===== config.mk =====
export PLATFORM = sky130hd
export DESIGN_NAME = color_frame_symbol_encoder_top
export DESIGN_NICKNAME = d
export VERILOG_FILES = /design/src/rtl/cfse_pkg.sv /design/src/rtl/cfse_front.sv /design/src/rtl/cfse_queue.sv /design/src/rtl/cfse_back.sv /design/src/rtl/color_frame_symbol_encoder_top.sv
export SDC_FILE = /design/constraint.sdc
export NUM_CORES = 1
export LEC_CHECK = 0
export BUFFER_PORTS_ARGS = -buffer_cell sky130_fd_sc_hd__buf_2
export CORE_MARGIN = 2
export CORE_UTILIZATION = 40
export DETAILED_ROUTE_END_ITERATION = 6
export GPL_TIMING_DRIVEN = 0
export PLACE_DENSITY = 0.55
export SETUP_SLACK_MARGIN = 0.15
export SLEW_MARGIN = 25
export SYNTH_ARGS = -nofsm -noshare
export SYNTH_HDL_FRONTEND = slang
export SYNTH_HIERARCHICAL = 1
export SYNTH_SLANG_ARGS = --single-unit

===== constraint.sdc =====
create_clock -name clk -period 6.1 [get_ports clk]
set_input_delay 0.305 -clock clk [delete_from_list [all_inputs] [get_ports clk]]
set_output_delay 0.305 -clock clk [all_outputs]
set_load 0.005 [all_outputs]

===== src/rtl/cfse_pkg.sv =====
// ----------------------------------------------------------------------------
// cfse_pkg: shared types and constants of the color frame symbol encoder
// Region geometry, header layout, the command item passed from the front to
// the back, and small lookup functions.
// ----------------------------------------------------------------------------
package cfse_pkg;

	localparam int FRAME_BYTES_MAX = 3738;
	localparam int CMD_QUEUE_DEPTH = 2;

	localparam int          NUM_REGIONS = 7;
	localparam logic [6:0]  HEADER_ROW  = 7'd18;
	localparam logic [6:0]  HEADER_COL  = 7'd2;
	localparam logic [2:0]  COLOR_BLACK = 3'd0;
	localparam logic [2:0]  COLOR_WHITE = 3'd7;

	// frame kind codes
	localparam logic [1:0] KIND_START     = 2'd0;
	localparam logic [1:0] KIND_END       = 2'd1;
	localparam logic [1:0] KIND_START_END = 2'd2;
	localparam logic [1:0] KIND_NORMAL    = 2'd3;

	// one queued command: an optional group of eight cells and an optional header
	typedef struct packed {
		logic        has_group;
		logic        has_header;
		logic [23:0] code;
		logic [6:0]  row;
		logic [6:0]  col;
		logic [1:0]  kind;
		logic [11:0] len;
		logic [15:0] cks;
		logic [7:0]  fnum;
		logic        ovf;
	} cfse_cmd_t;

	function automatic logic [6:0] reg_rows(input logic [2:0] r);
		logic [6:0] v;
		unique case (r)
			3'd0:    v = 7'd71;
			3'd1:    v = 7'd16;
			3'd2:    v = 7'd72;
			3'd3:    v = 7'd72;
			3'd4:    v = 7'd16;
			3'd5:    v = 7'd8;
			3'd6:    v = 7'd8;
			default: v = 7'd0;
		endcase
		return v;
	endfunction

	function automatic logic [3:0] reg_groups(input logic [2:0] r);
		logic [3:0] v;
		unique case (r)
			3'd0:    v = 4'd2;
			3'd1:    v = 4'd9;
			3'd2:    v = 4'd9;
			3'd3:    v = 4'd2;
			3'd4:    v = 4'd9;
			3'd5:    v = 4'd2;
			3'd6:    v = 4'd1;
			default: v = 4'd0;
		endcase
		return v;
	endfunction

	function automatic logic [6:0] reg_row0(input logic [2:0] r);
		logic [6:0] v;
		unique case (r)
			3'd0:    v = 7'd19;
			3'd1:    v = 7'd2;
			3'd2:    v = 7'd18;
			3'd3:    v = 7'd18;
			3'd4:    v = 7'd90;
			3'd5:    v = 7'd90;
			3'd6:    v = 7'd98;
			default: v = 7'd0;
		endcase
		return v;
	endfunction

	function automatic logic [6:0] reg_col0(input logic [2:0] r);
		logic [6:0] v;
		unique case (r)
			3'd0:    v = 7'd2;
			3'd1:    v = 7'd18;
			3'd2:    v = 7'd18;
			3'd3:    v = 7'd90;
			3'd4:    v = 7'd18;
			3'd5:    v = 7'd90;
			3'd6:    v = 7'd90;
			default: v = 7'd0;
		endcase
		return v;
	endfunction

	// frame-kind flag cells, four per kind
	function automatic logic [2:0] flag_color(input logic [1:0] kind, input logic [1:0] idx);
		logic [2:0] v;
		unique case (kind)
			KIND_START:     v = idx[1] ? COLOR_BLACK : COLOR_WHITE;
			KIND_END:       v = idx[1] ? COLOR_WHITE : COLOR_BLACK;
			KIND_START_END: v = COLOR_WHITE;
			KIND_NORMAL:    v = COLOR_BLACK;
			default:        v = COLOR_BLACK;
		endcase
		return v;
	endfunction

endpackage


===== src/rtl/cfse_front.sv =====
// ----------------------------------------------------------------------------
// cfse_front: byte intake and group classification
// Packs bytes into groups, keeps checksum and region position, and issues one
// command per item that causes cell writes.
// ----------------------------------------------------------------------------
module cfse_front import cfse_pkg::*; #(
	parameter int FRAME_BYTES = FRAME_BYTES_MAX
) (
	input  logic       clk,
	input  logic       arst_n,
	input  logic       in_valid,
	output logic       in_ready,
	input  logic [7:0] data_byte,
	input  logic       last_byte,
	input  logic [1:0] frame_kind,
	input  logic [7:0] frame_number,
	input  logic       q_full,
	output logic       q_push,
	output cfse_cmd_t  q_cmd
);

	localparam logic [11:0] FB = 12'(FRAME_BYTES);

	logic [11:0] count_q, count_n;
	logic [1:0]  pos_q, pos_n;
	logic [15:0] hold_q, hold_n;
	logic [15:0] cks_q, cks_n;
	logic [2:0]  region_q, region_n;
	logic [6:0]  row_q, row_n;
	logic [3:0]  grp_q, grp_n;
	logic        ovf_q, ovf_n;
	logic        acc, take, grp_full, pad, emit;

	assign in_ready = !q_full;
	assign acc      = in_valid && in_ready;

	always_comb begin
		take     = count_q < FB;
		count_n  = count_q;
		pos_n    = pos_q;
		hold_n   = hold_q;
		cks_n    = cks_q;
		ovf_n    = ovf_q | !take;
		if (take) begin
			count_n = count_q + 12'd1;
			pos_n   = (pos_q == 2'd2) ? 2'd0 : pos_q + 2'd1;
			cks_n   = cks_q ^ (count_q[0] ? {8'h00, data_byte} : {data_byte, 8'h00});
			case (pos_q)
				2'd0:    hold_n = {data_byte, 8'h00};
				2'd1:    hold_n = {hold_q[15:8], data_byte};
				default: hold_n = 16'h0000;
			endcase
		end
		grp_full = take && (pos_q == 2'd2);
		pad      = last_byte && (pos_n != 2'd0);
		emit     = (grp_full || pad) && (region_q < 3'(NUM_REGIONS));

		// advance region position after a written group
		region_n = region_q;
		row_n    = row_q;
		grp_n    = grp_q;
		if (emit) begin
			grp_n = grp_q + 4'd1;
			if (grp_n >= reg_groups(region_q)) begin
				grp_n = 4'd0;
				row_n = row_q + 7'd1;
				if (row_n >= reg_rows(region_q)) begin
					row_n    = 7'd0;
					region_n = region_q + 3'd1;
				end
			end
		end

		q_cmd.has_group  = emit;
		q_cmd.has_header = last_byte;
		q_cmd.code       = grp_full ? {hold_q, data_byte} : {hold_n, 8'h00};
		q_cmd.row        = reg_row0(region_q) + row_q;
		q_cmd.col        = reg_col0(region_q) + {grp_q[3:0], 3'b000};
		q_cmd.kind       = frame_kind;
		q_cmd.len        = count_n;
		q_cmd.cks        = cks_n;
		q_cmd.fnum       = frame_number;
		q_cmd.ovf        = ovf_n;
		q_push           = acc && (emit || last_byte);
	end

	always_ff @(posedge clk or negedge arst_n) begin
		if (!arst_n) begin
			count_q  <= '0;
			pos_q    <= '0;
			hold_q   <= '0;
			cks_q    <= '0;
			region_q <= '0;
			row_q    <= '0;
			grp_q    <= '0;
			ovf_q    <= 1'b0;
		end else if (acc) begin
			if (last_byte) begin
				count_q  <= '0;
				pos_q    <= '0;
				hold_q   <= '0;
				cks_q    <= '0;
				region_q <= '0;
				row_q    <= '0;
				grp_q    <= '0;
				ovf_q    <= 1'b0;
			end else begin
				count_q  <= count_n;
				pos_q    <= pos_n;
				hold_q   <= hold_n;
				cks_q    <= cks_n;
				region_q <= region_n;
				row_q    <= row_n;
				grp_q    <= grp_n;
				ovf_q    <= ovf_n;
			end
		end
	end

endmodule


===== src/rtl/cfse_queue.sv =====
// ----------------------------------------------------------------------------
// cfse_queue: short command queue
// Register FIFO between front and back; the head is visible without a read.
// ----------------------------------------------------------------------------
module cfse_queue import cfse_pkg::*; #(
	parameter int DEPTH = CMD_QUEUE_DEPTH
) (
	input  logic      clk,
	input  logic      arst_n,
	input  logic      push,
	input  cfse_cmd_t push_cmd,
	input  logic      pop,
	output logic      full,
	output logic      empty,
	output cfse_cmd_t head
);

	localparam int PW = (DEPTH > 1) ? $clog2(DEPTH) : 1;
	localparam int CW = $clog2(DEPTH + 1);
	localparam logic [PW-1:0] LAST_PTR = PW'(DEPTH - 1);

	cfse_cmd_t         mem_q [DEPTH];
	logic [PW-1:0]     wr_q, rd_q;
	logic [CW-1:0]     cnt_q;
	logic              do_push, do_pop;

	assign full    = cnt_q == CW'(DEPTH);
	assign empty   = cnt_q == '0;
	assign do_push = push && !full;
	assign do_pop  = pop && !empty;
	assign head    = mem_q[rd_q];

	always_ff @(posedge clk) begin
		if (do_push) begin
			mem_q[wr_q] <= push_cmd;
		end
	end

	always_ff @(posedge clk or negedge arst_n) begin
		if (!arst_n) begin
			wr_q  <= '0;
			rd_q  <= '0;
			cnt_q <= '0;
		end else begin
			if (do_push) begin
				wr_q <= (wr_q == LAST_PTR) ? '0 : wr_q + PW'(1);
			end
			if (do_pop) begin
				rd_q <= (rd_q == LAST_PTR) ? '0 : rd_q + PW'(1);
			end
			case ({do_push, do_pop})
				2'b10:   cnt_q <= cnt_q + CW'(1);
				2'b01:   cnt_q <= cnt_q - CW'(1);
				default: cnt_q <= cnt_q;
			endcase
		end
	end

endmodule


===== src/rtl/cfse_back.sv =====
// ----------------------------------------------------------------------------
// cfse_back: cell write sequencer
// Expands each command into its group cells and header cells, one per cycle
// unless a held output stage stalls it, into a registered output stage.
// ----------------------------------------------------------------------------
module cfse_back import cfse_pkg::*; (
	input  logic      clk,
	input  logic      arst_n,
	input  logic      q_empty,
	input  cfse_cmd_t head,
	output logic      q_pop,
	output logic      out_valid,
	input  logic      out_ready,
	output logic [6:0] pixel_row,
	output logic [6:0] pixel_col,
	output logic [2:0] color_index,
	output logic      run_last,
	output logic      overflow
);

	logic        hdr_q;
	logic [3:0]  k_q;
	logic        valid_q;
	logic [6:0]  row_q, col_q;
	logic [2:0]  color_q;
	logic        last_q, ovf_q;

	logic        ld, step, in_hdr, phase_end;
	logic [6:0]  row_c, col_c;
	logic [2:0]  color_c;
	logic [23:0] hcode;

	assign ld     = !valid_q || out_ready;
	assign step   = ld && !q_empty;
	assign in_hdr = hdr_q || !head.has_group;
	assign hcode  = {head.cks, head.fnum};

	always_comb begin
		if (in_hdr) begin
			row_c     = HEADER_ROW;
			col_c     = HEADER_COL + 7'(k_q);
			phase_end = k_q == 4'd15;
			if (k_q < 4'd4) begin
				color_c = flag_color(head.kind, k_q[1:0]);
			end else if (k_q < 4'd8) begin
				color_c = 3'(head.len >> (4'(k_q[1:0]) * 4'd3));
			end else begin
				color_c = 3'(hcode >> (5'(k_q[2:0]) * 5'd3));
			end
		end else begin
			row_c     = head.row;
			col_c     = head.col + 7'(k_q[2:0]);
			phase_end = k_q == 4'd7;
			color_c   = 3'(head.code >> (5'(k_q[2:0]) * 5'd3));
		end
		q_pop = step && phase_end && (in_hdr || !head.has_header);
	end

	always_ff @(posedge clk) begin
		if (step) begin
			row_q   <= row_c;
			col_q   <= col_c;
			color_q <= color_c;
			last_q  <= q_pop;
			ovf_q   <= head.ovf;
		end
	end

	always_ff @(posedge clk or negedge arst_n) begin
		if (!arst_n) begin
			hdr_q   <= 1'b0;
			k_q     <= '0;
			valid_q <= 1'b0;
		end else begin
			if (ld) begin
				valid_q <= !q_empty;
			end
			if (step) begin
				if (q_pop) begin
					hdr_q <= 1'b0;
					k_q   <= '0;
				end else if (phase_end) begin
					hdr_q <= 1'b1;
					k_q   <= '0;
				end else begin
					k_q <= k_q + 4'd1;
				end
			end
		end
	end

	assign out_valid   = valid_q;
	assign pixel_row   = row_q;
	assign pixel_col   = col_q;
	assign color_index = color_q;
	assign run_last    = last_q;
	assign overflow    = ovf_q;

endmodule


===== src/rtl/color_frame_symbol_encoder_top.sv =====
// ----------------------------------------------------------------------------
// color_frame_symbol_encoder_top: colour-code frame symbol encoder
// Turns the payload bytes of one frame into 3-bit colour cell writes and
// closes each frame with its header row.
// ----------------------------------------------------------------------------
// Path: the first cell of an item passes the command queue, then the output
//   register, before it shows on the master side.
// Throughput: one cell write per cycle from the back sequencer while commands
//   wait and m_tready does not stall it; a group of three bytes makes eight cell
//   writes, and the last byte adds 16 header cells, 24 at most. Bytes enter one
//   per cycle while the command queue has room.
// Reset: arst_n clears frame state, the queue and the output valid at once.
module color_frame_symbol_encoder_top import cfse_pkg::*; #(
	parameter int FRAME_BYTES = FRAME_BYTES_MAX
) (
	input  logic        clk,
	input  logic        arst_n,
	input  logic        s_tvalid,
	output logic        s_tready,
	input  logic [15:0] s_tdata,  // [7:0] data_byte, [15:8] frame_number
	input  logic        s_tlast,  // last_byte
	input  logic [1:0]  s_tuser,  // [1:0] frame_kind
	output logic        m_tvalid,
	input  logic        m_tready,
	output logic [23:0] m_tdata,  // [6:0] pixel_row, [13:7] pixel_col, [16:14] color_index
	output logic        m_tlast,  // run_last
	output logic        m_tuser   // overflow
);

	logic      q_push, q_pop, q_full, q_empty;
	cfse_cmd_t q_cmd, q_head;
	logic [6:0] pixel_row, pixel_col;
	logic [2:0] color_index;

	// front: pack bytes, track checksum and region position, issue commands
	cfse_front #(
		.FRAME_BYTES(FRAME_BYTES)
	) u_front (
		.clk         (clk),
		.arst_n      (arst_n),
		.in_valid    (s_tvalid),
		.in_ready    (s_tready),
		.data_byte   (s_tdata[7:0]),
		.last_byte   (s_tlast),
		.frame_kind  (s_tuser),
		.frame_number(s_tdata[15:8]),
		.q_full      (q_full),
		.q_push      (q_push),
		.q_cmd       (q_cmd)
	);

	// decouple intake from the cell sequencer
	cfse_queue #(
		.DEPTH(CMD_QUEUE_DEPTH)
	) u_queue (
		.clk     (clk),
		.arst_n  (arst_n),
		.push    (q_push),
		.push_cmd(q_cmd),
		.pop     (q_pop),
		.full    (q_full),
		.empty   (q_empty),
		.head    (q_head)
	);

	// back: one cell write per cycle into the output register while m_tready does not stall it
	cfse_back u_back (
		.clk        (clk),
		.arst_n     (arst_n),
		.q_empty    (q_empty),
		.head       (q_head),
		.q_pop      (q_pop),
		.out_valid  (m_tvalid),
		.out_ready  (m_tready),
		.pixel_row  (pixel_row),
		.pixel_col  (pixel_col),
		.color_index(color_index),
		.run_last   (m_tlast),
		.overflow   (m_tuser)
	);

	assign m_tdata = {7'b0, color_index, pixel_col, pixel_row};

endmodule


* Yosys cells after proc, flatten, opt, wreduce, memory -nomap -nowiden
Memories as Yosys holds them, arrays and structs flattened. Index checks and enable logic that the tools add are counted.
Word-level totals: bits in registers 90, bits in writable memories 158, bits of input ports 23, output and inout bits 28, word-level logic and storage cells 153, memories kept 1
Cells by class: add/subtract/negate cells 14, multiply operators 2, order comparisons 6, equal/unequal tests 16, shift-type cells 3, multiplexer cells 48, bitwise operators 2, reductions and logical operators 42
Memories:
- u_queue.mem_q | depth 2, bits a word 79, read ports 1, clocked after memory_dff 0, wr ports 1, line cfse_queue.sv:22 | cfse_cmd_t mem_q [DEPTH];
Operator list (count):
- 2-to-1 mux 16 bit | 5
- 2-to-1 mux 7 bit | 7
- right shift 24 x 5 -> 3 bit | 2
- case mux 7 bit (5 select lines) | 1
- case mux 16 bit (2 select lines) | 1
- case mux 7 bit (4 select lines) | 1
- 2-to-1 mux 3 bit | 9
- 2-to-1 mux 12 bit | 2
- 2-to-1 mux 24 bit | 1
- 2-to-1 mux 4 bit | 6
- case mux 7 bit (3 select lines) | 1
- bitwise XOR 16 bit | 1
- adder 7 bit | 2
- adder 12 x 1 -> 12 bit, second input constant | 1
- < comparator 12 bit, second input constant | 1
- case mux 3 bit (4 select lines) | 1
- case mux 4 bit (3 select lines) | 1
- nonzero test 2 bit | 6
- right shift 12 x 4 -> 3 bit | 1
- == test 2 bit, second input constant | 5
- logical AND 1 bit | 10
- == test 3 bit, second input constant | 3
- OR reduction 3 bit | 3
- adder 4 x 1 -> 4 bit, second input constant | 2
- other kinds (31) | 60

* Logic depth before layout (Yosys ltp)
Gate-level depths: netlist (run 1).
depth after elaboration 16, mapped depth 12, mapped depth without buffers 11

* Cells and area by module
Netlist (run 1), hierarchy kept.
By module, submodules not included:
- cfse_queue | times used 1, cells each 264, area each 6298.5 um2, sequential area each 4844.6 um2
- cfse_front | times used 1, cells each 568, area each 4694.5 um2, sequential area each 1526.5 um2
- cfse_back | times used 1, cells each 145, area each 1727.9 um2, sequential area each 720.7 um2
- color_frame_symbol_encoder_top | times used 1, cells each 8, area each 56.3 um2, sequential area each 0.0 um2

* Worst setup path after synthesis (run 1)
OpenSTA, ideal clock, no wires.
path kind register to register, start point register u_front.count_q[2], end point memory u_queue/mem_q[0][0] (netlist bit), enable pin, setup time 0.517 ns, arrival time 5.192 ns, data required time 5.583 ns, setup slack 0.392 ns, stages on the path, launching flop included 9, path buffers 2, period minus slack after synthesis 5.708 ns, path through dfrtp_1 -> buf_6 -> o211a_1 -> o41a_1 -> buf_6 -> o41a_1 -> inv_1 -> nand2_1 -> nor2_1
Between the ends: word-level cells in the longest chain between the ends 11, elaborated cells between the ends (all ways) 12, those cells by class order compare: 1; mux: 3; reduce/logical: 8
Ends and longest elaborated chain:
- start: declaration | line cfse_front.sv:24 | logic [11:0] count_q, count_n;
- start signal: assignment | line cfse_front.sv:108 | count_q <= count_n;
- < comparator 12 bit (*) | line cfse_front.sv:38 | take = count_q < FB;
- 2-to-1 mux 2 bit | line cfse_front.sv:44 | if (take) begin
- nonzero test 2 bit | line cfse_front.sv:55 | pad = last_byte && (pos_n != 2'd0);
- logical AND 1 bit | line cfse_front.sv:55
- logical OR 1 bit (*) | line cfse_front.sv:56 | emit = (grp_full || pad) && (region_q < 3'(NUM_REGIONS));
- logical AND 1 bit (*) | line cfse_front.sv:56
- logical OR 1 bit (*) | line cfse_front.sv:84 | q_push = acc && (emit || last_byte);
- logical AND 1 bit (*) | line cfse_front.sv:84
- net q_push | line color_frame_symbol_encoder_top.sv:30 | logic q_push, q_pop, q_full, q_empty;
- logical AND 1 bit (*) | line cfse_queue.sv:29 | assign do_push = push && !full;
- 2-to-1 mux 1 bit (*) | line cfse_queue.sv:34 | if (do_push) begin
- 2-to-1 mux 1 bit (not written as such) (*) | line cfse_queue.sv:35 | mem_q[wr_q] <= push_cmd;
- end: declaration | line cfse_queue.sv:22
The timed path passes the listed nets; every way through them passes the cells marked *.

* Worst setup path after layout (run 1)
start point register u_front.count_q[2], end point memory u_queue/mem_q[0][75] (netlist bit), enable pin
Same word-level chain as after synthesis.

==> results_dict.tcl, run 1 <==
set metrics [dict create \
    status "finished, final reports clean" \
    row_count 65 \
    finalHoldViolCount 0 \
    max_stage_delay_ps 550 \
    drive_above_1_share_pct 19.5 \
    synth_seq_cells 248 \
    htreeDepth 1 \
    slew_headroom_pct 34.8 \
    cts_buffer_depth 3 \
    syn_area_per_cell_um2 13.0 \
    ios 51 \
    die_y_um 183 \
    max_cap_violations 0 \
    clock_latency_ps 550 \
    initialDrtViolationCount 501 \
    cts_buffers 29 \
    clock_sinks 248 \
    grt_pass1_wl_um 44800 \
    worstPathRequired_ps 6330 \
    worstPathMaxFanout 19 \
    start_util_pct 40.6 \
    final_area_um2 14600 \
    die_w_um 183 \
    diodes 0 \
    p_per_area_nw_per_um2 488 \
    seq_area_frac_synth_pct 55.5 \
    pre_cts_ws_ps 2450 \
    dieArea_um2 33400 \
    max_freq_ghz 0.274 \
    cp-start-kind "flip-flop" \
    ant_nets 0 \
    synth.mux.area_fraction_pct 12.9 \
    crit_path_end_kind "flip-flop" \
    placed_area_um2 13600 \
    critical_path.startpoint "u_front/count_q[2]$_DFFE_PN0P_" \
    r2r-start "u_front/count_q[2]$_DFFE_PN0P_" \
    grt-ovfl-total 0 \
    first_global_vias 7767 \
    setup_viol 0 \
    critPathArrivalTime_ps 3880 \
    antenna_found_initial 0 \
    worst_pin_slew_ps 967 \
    fin_crit_ps 3650 \
    post-route-period-util_pct 59.8 \
    path_cells "buf_6 -> o211a_1 -> o41a_1 -> buf_6 -> o41a_1 -> inv_1 -> nand2_1 -> nor2_4 -> buf_16 -> buf_16 -> buf_16" \
    yosysWarnings 6 \
    nNetsFinal 1122 \
    yosys.area_share.simple_pct 8.63 \
    crit_buf_inv 6 \
    synth_edf_count 177 \
    core_area_um2 31500 \
    cts_tree "yes" \
    synth-compound-area-share_pct 10.9 \
    design_power_total_mw 7.14 \
    hpwl_um 19800 \
    fillCellCount 2842 \
    grt_max_degree 45 \
    grt_usage_pct 17.2 \
    worst_slack_ps 2450 \
    synth.cell_area_um2 12800 \
    synthArstFlopShare_pct 28.6 \
    hold_start "m_tready" \
    syn_inst 985 \
    synth-xor-area-share_pct 3.43 \
    synth_fa_ha_area_share_pct 3.51 \
    postCtsSetupBuffers 0 \
    peakVddDrop_v 0.000225 \
    cp_slowest_cell "nor2_4" \
    finalMaxSlewViolations 0 \
    crit_family "buffers and inverters" \
    yosys_most_used_dff "edfxtp_1" \
    crit_type "reg2reg" \
    drcViolationCount 0 \
    synth_top_area_share_pct 41.6 \
    worst_hold_path_type "in2reg" \
    port_buffers 24 \
    vias 7933 \
    place_congestion 0.791 \
    yosys.area.top_type "edfxtp_1" \
    area_growth_syn_to_layout_pct 14.5 \
    cellLeakagePower_nw 5.70 \
    synth_cell_types 73 \
    wire_per_inst_um 19.1 \
    cts_root_buffer "clkbuf_16" \
    finClkSkew_ps 33.6 \
    wl_um 28400 \
    rsz0062_at_grt "no" \
    dr.pass1.iters 5 \
    clk_pin_slew_ps 60 \
    synth_top_family_by_area "multiplexers" \
    synth_area_leaders "edfxtp_1, dfrtp_1, mux2_4, ha_1, o21ai_0" \
    crit_top_cell "buf_16" \
    via_per_inst 5.33 \
]
-- tightest hold or removal path, cell delays in order --
cell	delay, ps
buf_2	80
nor2b_1	70
nand2b_1	150
-- area by class of cell --
cell class / count / area (um^2) / share of cell area, %
Inverter: 18 / 67.6 / 0.462
Timing Repair Buffer: 42 / 393 / 2.68
Clock buffer: 36 / 762 / 5.21
Multi-Input combinational cell: 641 / 5080 / 34.7
Tap cell: 402 / 503 / 3.44
Buffer: 85 / 583 / 3.98
Clock inverter: 17 / 156 / 1.07
Sequential cell: 248 / 7090 / 48.5
-- placed cells by master (no fill, tap or decap), drive strengths merged, types with 12 or more instances in the layout --
cell,instances
a21oi,16
a22oi,27
a31oi,18
and2,19
buf,76
clkbuf,75
clkinv,15
dfrtp,71
dlygate4sd3,12
edfxtp,177
ha,31
inv,17
mux2,83
mux2i,19
nand2,90
nand2b,23
nand3,16
nor2,35
o21ai,78
o31ai,24
xnor2,37
xor2,13
-- layer usage --
metal	track usage [%]	wire, um	vias up
met3	2.24	1250	43
met5	0	0	-
met4	4.10	520	0
li1	-	-	3808
met2	27.6	13000	179
met1	24.9	13600	3903
-- where the power goes --
part,switching [mW],leakage (nW),total [mW],internal (mW)
sequential,0.243,2.58,2.67,2.43
clock,0.657,0.455,1.66,1.00
combinational,1.52,2.67,2.80,1.28
total,2.42,5.70,7.14,4.72
-- per-stage QoR --
step / hold WS [ps] / setup TNS (ps) / utilization [%] / cells
5_1_grt: 124 / 0 / 46.5 / 1489
3_5_place_dp: 339 / 0 / 43.2 / 1424
2_1_floorplan: 9.41 / 0 / - / 992
6_report: 129 / 0 / 46.5 / 1489
3_3_place_gp: 475 / -162270 / 42.7 / 1418
4_1_cts: 99.5 / 0 / 46.5 / 1489
-- flip-flops by register name, summed over array words and instances, names as in the netlist, 7 cells and up --
register	cells
u_front/count_q	12
u_front/hold_q	16
u_queue/mem_q	158
u_back/pixel_col	7
u_front/cks_q	16
u_back/pixel_row	7
u_front/row_q	7
-- Yosys cell counts, types with 23 or more instances --
master and count:
dfrtp_1 71, xnor2_1 37, o21ai_0 72, o31ai_1 24, mux2_4 79, edfxtp_1 177
clkbuf_1 38, nand2_1 90, ha_1 31, a22oi_1 27, buf_4 23, nor2_1 34
-- final timing paths --
kind | endpoint | slack (ps) | cells past startpoint
worst max-delay path | u_queue/mem_q[0][75]$_DFFE_PP_ | 2450 | 11
worst min-delay path | u_back/out_valid$_DFFE_PN0N_ | 130 | 3
worst max register to register | u_queue/mem_q[0][75]$_DFFE_PP_ | 2450 | 11
worst min register to register | u_front/cks_q[9]$_DFFE_PN0P_ | 500 | 1
max in group asynchronous | u_front/cks_q[0]$_DFFE_PN0P_ | 5200 | 3
min in group asynchronous | u_front/row_q[2]$_DFFE_PN0P_ | 310 | 2
-- cells by family after synthesis --
family,after synthesis
multiplexers,111
adder cells (fa/ha/maj),34
buffers and inverters,103
AND/OR/NAND/NOR,226
AO/OA/AOI/OAI,211
other,2
XOR/XNOR,50
flip-flops,248
-- repair_timing --
item | CTS | global route
gates resized for setup | 0 | 0
hold buffers | 12 | 0
endpoints found under the hold margin | 59 | 0
setup endpoints to repair | 0 | 0
(Power assumes the default switching activity.)
==> inputs of run 2 (changes only) <==
Clock period 6.1 ns to 3 ns, I/O delays scaled along.
==> results_dict.tcl, run 2 (synthesis results as in run 1) <==
set metrics [dict create \
    cp_slowest_cell "dfrtp_1" \
    ios 51 \
    top_regs "u_queue/mem_q x158, u_front/cks_q x16, u_front/hold_q x16" \
    slew_headroom_pct 47.1 \
    top_layer "met4" \
    fin_crit_ps 2800 \
    register_area_um2 7090 \
    row_count 65 \
    layout_commonest_cell "edfxtp_1" \
    grt-ovfl-total 0 \
    crit_top_cell "nand2b_1" \
    max_cap_violations 0 \
    peakVddDrop_v 0.000436 \
    largest_reg_flops 158 \
    holdWs_ps 184 \
    finalNonFillerCells 1510 \
    placed_area_um2 13600 \
    crit_path_end_kind "flip-flop" \
    rrSetupSlack_ps 200 \
    htreeDepth 1 \
    critPathArrivalTime_ps 3200 \
    wirelength_met1_um 13800 \
    die_y_um 183 \
    cts_buffers 27 \
    route.met3.wl_um 1220 \
    drive_above_1_share_pct 23.2 \
    dr_wl_met2_um 13700 \
    wire_per_inst_um 19.3 \
    dieArea_um2 33400 \
    first_global_vias 7980 \
    antenna_found_initial 0 \
    worst_hold_path_type "in2reg" \
    post-route-period-util_pct 93.2 \
    cts_buffer_depth 3 \
    grt_max_degree 43 \
    fillCellCount 2788 \
    ant_nets 0 \
    worstPathRequired_ps 3410 \
    final_area_um2 15000 \
    finClkSkew_ps 11.4 \
    rsz0062_at_grt "yes" \
    multi_input_area_um2 5170 \
    finalMaxSlewViolations 0 \
    core_area_um2 31500 \
    wl_um 29100 \
    max_freq_ghz 0.358 \
    cellLeakagePower_nw 5.84 \
    setup_viol 0 \
    port_buffers 24 \
    diodes 0 \
    clock_latency_ps 520 \
    pre_cts_ws_ps -279 \
    grt_usage_pct 17.4 \
    top_register "u_queue/mem_q" \
    die_w_um 183 \
    finalHoldViolCount 0 \
    nNetsFinal 1144 \
    cp-start-kind "flip-flop" \
    hpwl_um 19900 \
    finalSetupTns_ps 0 \
    drcViolationCount 0 \
    place_congestion 0.814 \
    start_util_pct 40.6 \
    vias 8045 \
    status "finished, final reports clean" \
    final_cell_mix "edfxtp_1, nand2_1, mux2_4, o21ai_0, dfrtp_1" \
    cts_root_buffer "clkbuf_16" \
    clock_sinks 248 \
    path_cells "inv_2 -> ha_2 -> or2_4 -> mux2i_2 -> nand2b_1 -> ha_1 -> nand2b_1 -> a211o_1 -> a211oi_4 -> buf_6 -> a211oi_2 -> mux2_4" \
    via_per_inst 5.33 \
    design_power_total_mw 14.9 \
    worst_pin_slew_ps 791 \
    p_per_area_nw_per_um2 993 \
    worstPathMaxFanout 6 \
    max_stage_delay_ps 380 \
    cts_tree "yes" \
    dr.pass1.iters 5 \
    crit_type "reg2reg" \
    grt_pass1_wl_um 45000 \
    dp.cells 1425 \
    clk_pin_slew_ps 60 \
    area_growth_syn_to_layout_pct 17.4 \
    initialDrtViolationCount 546 \
    worst_slack_ps 205 \
    fin_util_pct 47.7 \
]
-- run 2: cell count changes in the layout (fill, tap and decap cells not counted), sizes merged --
cell and change:
clkbuf +5, clkinv -9, dlygate4sd3 +1, clkinvlp +3, bufbuf +1, buf +20
-- run 2: where the power goes --
group	switching, mW	internal (mW)
clock	1.32	2.02
combinational	3.21	2.91
sequential	0.492	4.94
total	5.02	9.87
-- run 2: final cells by class --
cell class                      count  area share, %
Buffer                             85           3.98
Clock buffer                       39           5.07
Clock inverter                     11          0.926
Inverter                           18          0.459
Multi-Input combinational cell    641           34.5
Sequential cell                   248           47.3
Tap cell                          402           3.35
Timing Repair Buffer               66           4.48
-- run 2: what timing repair did --
| item | CTS | global route |
|---|---|---|
| hold endpoints to repair | 64 | 0 |
| pin swaps | 4 | 2 |
| buffers inserted | 14 | 5 |
| hold buffers | 13 | 0 |
| gates cloned | 2 | 1 |
| resized for setup | 19 | 13 |
| endpoints found under the setup margin | 153 | 103 |
-- run 2: worst paths after layout --
path,start,endpoint,cells past startpoint
setup / recovery,u_front/region_q[1]$_DFFE_PN0P_,u_front/region_q[0]$_DFFE_PN0P_,12
hold / removal,s_tdata[0],u_front/cks_q[8]$_DFFE_PN0P_,3
setup reg to reg,u_front/region_q[1]$_DFFE_PN0P_,u_front/region_q[0]$_DFFE_PN0P_,12
hold reg to reg,u_front/cks_q[11]$_DFFE_PN0P_,u_front/cks_q[11]$_DFFE_PN0P_,1
max in group asynchronous,arst_n,u_front/count_q[1]$_DFFE_PN0P_,3
min in group asynchronous,arst_n,u_front/row_q[0]$_DFFE_PN0P_,2
-- run 2: critical path: cells and delay by family, from the launching register on --
family / cells / cell delay [ps]
AOI/OAI and AO/OA: 3 / 580
adders and majority gates: 2 / 470
buffers and inverters: 2 / 240
DFF: 1 / 380
muxes: 2 / 510
and+or+nand+nor: 3 / 500
-- run 2: per-layer routing --
metal  global-route usage [%]  up-vias
met3                     2.08       32
li1                         -     3842
met1                     24.8     3989
met4                     3.77        0
met5                        0        -
met2                     28.5      182
